File: src/design/mse_pkg.sv
// Shared package for the MIPS subset execute core.
// Holds opcodes, function codes, status codes, result type and decode helpers.
// No dependencies.
package mse_pkg;

  localparam int unsigned MEM_WORDS_DEF = 1024;
  localparam logic [15:0] EXIT_CODE_RST = 16'h0010;

  localparam int unsigned IN_W  = 32;
  localparam int unsigned OUT_W = 112;

  localparam logic [5:0] OP_RTYPE = 6'h00;
  localparam logic [5:0] OP_J     = 6'h02;
  localparam logic [5:0] OP_JAL   = 6'h03;
  localparam logic [5:0] OP_BEQ   = 6'h04;
  localparam logic [5:0] OP_BNE   = 6'h05;
  localparam logic [5:0] OP_ADDI  = 6'h08;
  localparam logic [5:0] OP_ADDIU = 6'h09;
  localparam logic [5:0] OP_SLTI  = 6'h0a;
  localparam logic [5:0] OP_SLTIU = 6'h0b;
  localparam logic [5:0] OP_ANDI  = 6'h0c;
  localparam logic [5:0] OP_ORI   = 6'h0d;
  localparam logic [5:0] OP_XORI  = 6'h0e;
  localparam logic [5:0] OP_LUI   = 6'h0f;
  localparam logic [5:0] OP_LB    = 6'h20;
  localparam logic [5:0] OP_LH    = 6'h21;
  localparam logic [5:0] OP_LW    = 6'h23;
  localparam logic [5:0] OP_LBU   = 6'h24;
  localparam logic [5:0] OP_LHU   = 6'h25;
  localparam logic [5:0] OP_SB    = 6'h28;
  localparam logic [5:0] OP_SH    = 6'h29;
  localparam logic [5:0] OP_SW    = 6'h2b;

  localparam logic [5:0] FN_SLL     = 6'h00;
  localparam logic [5:0] FN_SRL     = 6'h02;
  localparam logic [5:0] FN_SRA     = 6'h03;
  localparam logic [5:0] FN_SLLV    = 6'h04;
  localparam logic [5:0] FN_SRLV    = 6'h06;
  localparam logic [5:0] FN_SRAV    = 6'h07;
  localparam logic [5:0] FN_JR      = 6'h08;
  localparam logic [5:0] FN_JALR    = 6'h09;
  localparam logic [5:0] FN_SYSCALL = 6'h0c;
  localparam logic [5:0] FN_ADD     = 6'h20;
  localparam logic [5:0] FN_ADDU    = 6'h21;
  localparam logic [5:0] FN_SUB     = 6'h22;
  localparam logic [5:0] FN_SUBU    = 6'h23;
  localparam logic [5:0] FN_AND     = 6'h24;
  localparam logic [5:0] FN_OR      = 6'h25;
  localparam logic [5:0] FN_XOR     = 6'h26;
  localparam logic [5:0] FN_NOR     = 6'h27;
  localparam logic [5:0] FN_SLT     = 6'h2a;
  localparam logic [5:0] FN_SLTU    = 6'h2b;

  localparam logic [1:0] ST_OK      = 2'd0;
  localparam logic [1:0] ST_INVALID = 2'd1;
  localparam logic [1:0] ST_TERM    = 2'd2;

  localparam logic [4:0] REG_V0 = 5'd2;
  localparam logic [4:0] REG_RA = 5'd31;

  typedef struct packed {
    logic [31:0] mem_address;
    logic        mem_write;
    logic [31:0] reg_value;
    logic [4:0]  reg_index;
    logic        reg_write;
    logic [31:0] next_pc;
    logic [1:0]  status;
  } result_t;

  typedef struct packed {
    logic [1:0]  status;
    logic [31:0] npc;
    logic        wr;
    logic [4:0]  idx;
    logic [31:0] val;
    logic        ld;
    logic        st;
    logic [5:0]  op;
    logic [31:0] addr;
    logic [31:0] sdata;
  } mem_stage_t;

  function automatic logic op_known(input logic [5:0] op);
    case (op)
      OP_RTYPE, OP_J, OP_JAL, OP_BEQ, OP_BNE, OP_ADDI, OP_ADDIU, OP_SLTI,
      OP_SLTIU, OP_ANDI, OP_ORI, OP_XORI, OP_LUI, OP_LB, OP_LH, OP_LW,
      OP_LBU, OP_LHU, OP_SB, OP_SH, OP_SW: op_known = 1'b1;
      default: op_known = 1'b0;
    endcase
  endfunction

  function automatic logic fn_known(input logic [5:0] fn);
    case (fn)
      FN_SLL, FN_SRL, FN_SRA, FN_SLLV, FN_SRLV, FN_SRAV, FN_JR, FN_JALR,
      FN_SYSCALL, FN_ADD, FN_ADDU, FN_SUB, FN_SUBU, FN_AND, FN_OR, FN_XOR,
      FN_NOR, FN_SLT, FN_SLTU: fn_known = 1'b1;
      default: fn_known = 1'b0;
    endcase
  endfunction

endpackage

File: src/design/mse_regfile.sv
// 32 x 32 register file: one write port, two registered read ports.
// Per-entry valid bits give zero for entries not written since reset.
// Depends on mse_pkg.
module mse_regfile
  import mse_pkg::*;
(
  input  logic        clk,
  input  logic        rst,
  input  logic        ren,
  input  logic [4:0]  raddr_a,
  input  logic [4:0]  raddr_b,
  output logic [31:0] rdata_a,
  output logic [31:0] rdata_b,
  input  logic        we,
  input  logic [4:0]  waddr,
  input  logic [31:0] wdata
);

  logic [31:0] mem [32];
  logic [31:0] vld;

  always_ff @(posedge clk) begin
    if (rst) begin
      vld <= '0;
    end else if (we) begin
      vld[waddr] <= 1'b1;
    end
  end

  always_ff @(posedge clk) begin
    if (ren) begin
      rdata_a <= vld[raddr_a] ? mem[raddr_a] : 32'd0;
      rdata_b <= vld[raddr_b] ? mem[raddr_b] : 32'd0;
    end
    if (we) begin
      mem[waddr] <= wdata;
    end
  end

endmodule

File: config.mk
export PLATFORM = sky130hd
export DESIGN_NAME = mse_regfile
export DESIGN_NICKNAME = d
export VERILOG_FILES = /design/src/design/mse_pkg.sv /design/src/design/mse_regfile.sv
export SDC_FILE = /design/constraint.sdc
export NUM_CORES = 2
export LEC_CHECK = 0
export ABC_AREA = 1
export BUFFER_PORTS_ARGS = -buffer_cell sky130_fd_sc_hd__buf_2
export CAP_MARGIN = 20
export CORE_ASPECT_RATIO = 1.4
export CORE_MARGIN = 1
export CORE_UTILIZATION = 50
export DETAILED_ROUTE_END_ITERATION = 8
export PLACE_DENSITY = 0.68
export REMOVE_ABC_BUFFERS = 1
export SETUP_SLACK_MARGIN = 0.1
export SLEW_MARGIN = 40
export SYNTH_ARGS = -nofsm -noshare
export SYNTH_HDL_FRONTEND = slang
export SYNTH_SLANG_ARGS = --single-unit
File: constraint.sdc
create_clock -name clk -period 2.3 [get_ports clk]
set_clock_uncertainty 0.15 [all_clocks]
set_input_delay 0.23 -clock clk [delete_from_list [all_inputs] [get_ports clk]]
set_output_delay 0.23 -clock clk [all_outputs]
set_load 0.1 [all_outputs]
==> flow_metrics.tcl <==
set metrics [dict create \
    crit_type "register to output pin" \
    power_mw 47.4 \
    cp_slowest_cell "edfxtp_1" \
    track_usage 0.330 \
    period_share 0.915 \
    wl_per_cell_um 23.3 \
    fin_cells 8422 \
    clkPwrFrac 0.399 \
    placement_rows 147 \
    cp_slowest_stage_delay_ns 0.50 \
    tritoncts "done" \
    grt_start_max_net_pins 113 \
    internal-power_mw 35.2 \
    syn_inst 6802 \
    nets 6886 \
    dp_cells 8181 \
    via_per_inst 5.95 \
    min_path_type "input port to register" \
    gp_congestion 0.895 \
    drt-initial-drc-count 6201 \
    slew_headroom 0.518 \
    start_kind "register" \
    r2r_cells 9 \
    slew_violations 0 \
    insertion_delay_ns 0.74 \
    synth_seq_cells 1120 \
    cts_resized 0 \
    portBuffers 114 \
    drive_gt1_frac 0.0818 \
    hold_depth 6 \
    ant_nets 0 \
    worst_slew_pin_slew_ns 0.722 \
    cp-end-kind "output pin" \
    crit_path_max_fanout 1 \
    ys_warn_count 0 \
    crit_start "rdata_a[14]$_SDFFCE_PN0P_" \
    drcViolationCount 0 \
    hold_viol_final 0 \
    fmax_mhz 475 \
    min_period_ns 2.10 \
    setup_violations 0 \
    synth_area_mm2 0.0582 \
    swShare 0.258 \
    seq_power_share 0.481 \
    yosysSeqAreaShare 0.572 \
    crit_arrival_ns 1.72 \
    ff2ff_setup_slack_ns 0.51 \
    grt_antenna_before_repair 5 \
    cts.sinks 1120 \
    area_growth_pct 13.4 \
    path_delay_family "flip-flops" \
    crit_required_ns 1.92 \
    critical_path_buf_inv_count 1 \
    crit_chain "buf_2" \
    grt_first_pass_wirelength_um 291000 \
    r2r-start "vld[21]$_SDFFE_PP0P_" \
    status "finished clean" \
    final_cell_mix "nand2_1, nand3_1, edfxtp_1" \
    dr_total_vias 50109 \
    pwr-share-comb 0.119 \
    numCtsBuffers 107 \
    synth.avg_cell_area_um2 8.56 \
    clk_root_buffer_cell "clkbuf_16" \
    grt_pass1_vias 48557 \
    power_density_mw_per_mm2 718 \
    holdPathEnd "rdata_b[3]$_SDFFCE_PN0P_" \
    maxCapViolCount 0 \
    die_h_um 406 \
    clk_pin_slew_ns 0.07 \
    grt_overflow 0 \
    ir_worst_vdd_mv 0.619 \
    switchingPower_mw 12.2 \
    start_util 0.506 \
    first_pass_iters 6 \
    min_from "raddr_b[3]" \
    wl_um 196000 \
    final_common_cell "nand2_1" \
    num_io_pins 115 \
    leakagePower_nw 28.2 \
    r2r_end "rdata_b[2]$_SDFFCE_PN0P_" \
    dieWidth_um 290 \
    core_area_mm2 0.115 \
    cts_htree_levels 3 \
    hpwl_um 109000 \
    dieArea_mm2 0.118 \
    cts_buffer_depth 3 \
    netlist-cell-type-count 17 \
    rsz0062_at_grt "no" \
]
## per-layer routing
metal	up-vias	track usage	share of wire
li1	22404	-	-
met1	23444	0.404	0.36
met2	3479	0.541	0.46
met3	780	0.0587	0.11
met4	2	0.210	0.065
met5	-	0	0.000066
## cell families after synthesis
family,Yosys count,share of synthesized area
buffers and inverters,1422,0.106
flip-flops,1120,0.572
AO/OA/AOI/OAI,128,0.0165
AND/OR/NAND/NOR,4132,0.305
## how the worst max path moves through the flow
stage	end	depth (start not counted)	slack [ns]
finish	rdata_a[14]	1	0.20
floorplan	rdata_a[24]$_SDFFCE_PN0P_	9	-1.30
detailed placement	rdata_b[16]$_SDFFCE_PN0P_	10	0.12
global placement	rdata_b[2]$_SDFFCE_PN0P_	11	0.14
global route	rdata_a[14]	1	0.18
CTS	rdata_a[14]	1	0.14
## stage by stage
stage | utilization | cell area, µm² | setup slack (ns) | TNS, ns | hold slack, ns
3_3_place_gp | 0.538 | 62000 | 0.140 | 0 | 0.323
4_1_cts | 0.574 | 66000 | 0.143 | 0 | 0.131
2_1_floorplan | - | 55700 | -1.30 | -325.65 | 0.152
6_report | 0.574 | 66000 | 0.196 | 0 | 0.165
5_1_grt | 0.574 | 66000 | 0.184 | 0 | 0.190
3_5_place_dp | 0.538 | 62000 | 0.125 | 0 | 0.334
## repair_timing
| item | CTS | global route |
|---|---|---|
| hold buffers | 35 | 0 |
| setup buffers | 0 | 0 |
| hold endpoints to repair | 1090 | 0 |
## sequential cells by signal, summed over array words and instances, names as in the netlist
name / cells
mem: 1024
rdata_b: 32
rdata_a: 32
vld: 32
## cell type report
type,count,area (µm²)
multi-input combinational,4260,19000
antenna,2,5.00
sequential,1120,33300
clock inverter,71,860
inverter,963,3690
tap,1490,1860
fill,9732,49100
clock buffer,133,2870
timing repair buffer,383,4450
## Yosys cell counts
master | instances | area, µm²
nor3_1 | 12 | 60.1
nor2_2 | 7 | 43.8
o211ai_1 | 128 | 961
dfxtp_1 | 32 | 641
clkbuf_1 | 61 | 229
buf_2 | 305 | 1530
buf_8 | 1 | 15.0
inv_1 | 959 | 3600
edfxtp_1 | 1088 | 32700
nand2_1 | 2064 | 7750
nor2_1 | 253 | 950
buf_6 | 51 | 574
buf_4 | 14 | 105
buf_1 | 27 | 101
nand2_2 | 2 | 12.5
inv_4 | 4 | 25.0
nand3_1 | 1794 | 8980
## power by group through the flow
stage	logic [mW]	registers, mW	clock network (mW)
2_1_floorplan	2.20	23.9	0
3_3_place_gp	5.40	23.3	0
3_5_place_dp	5.47	23.3	0
4_1_cts	5.54	22.8	19.0
5_1_grt	6.00	22.9	19.7
6_report	5.66	22.8	18.9
Power figures use the tool's default switching activity.
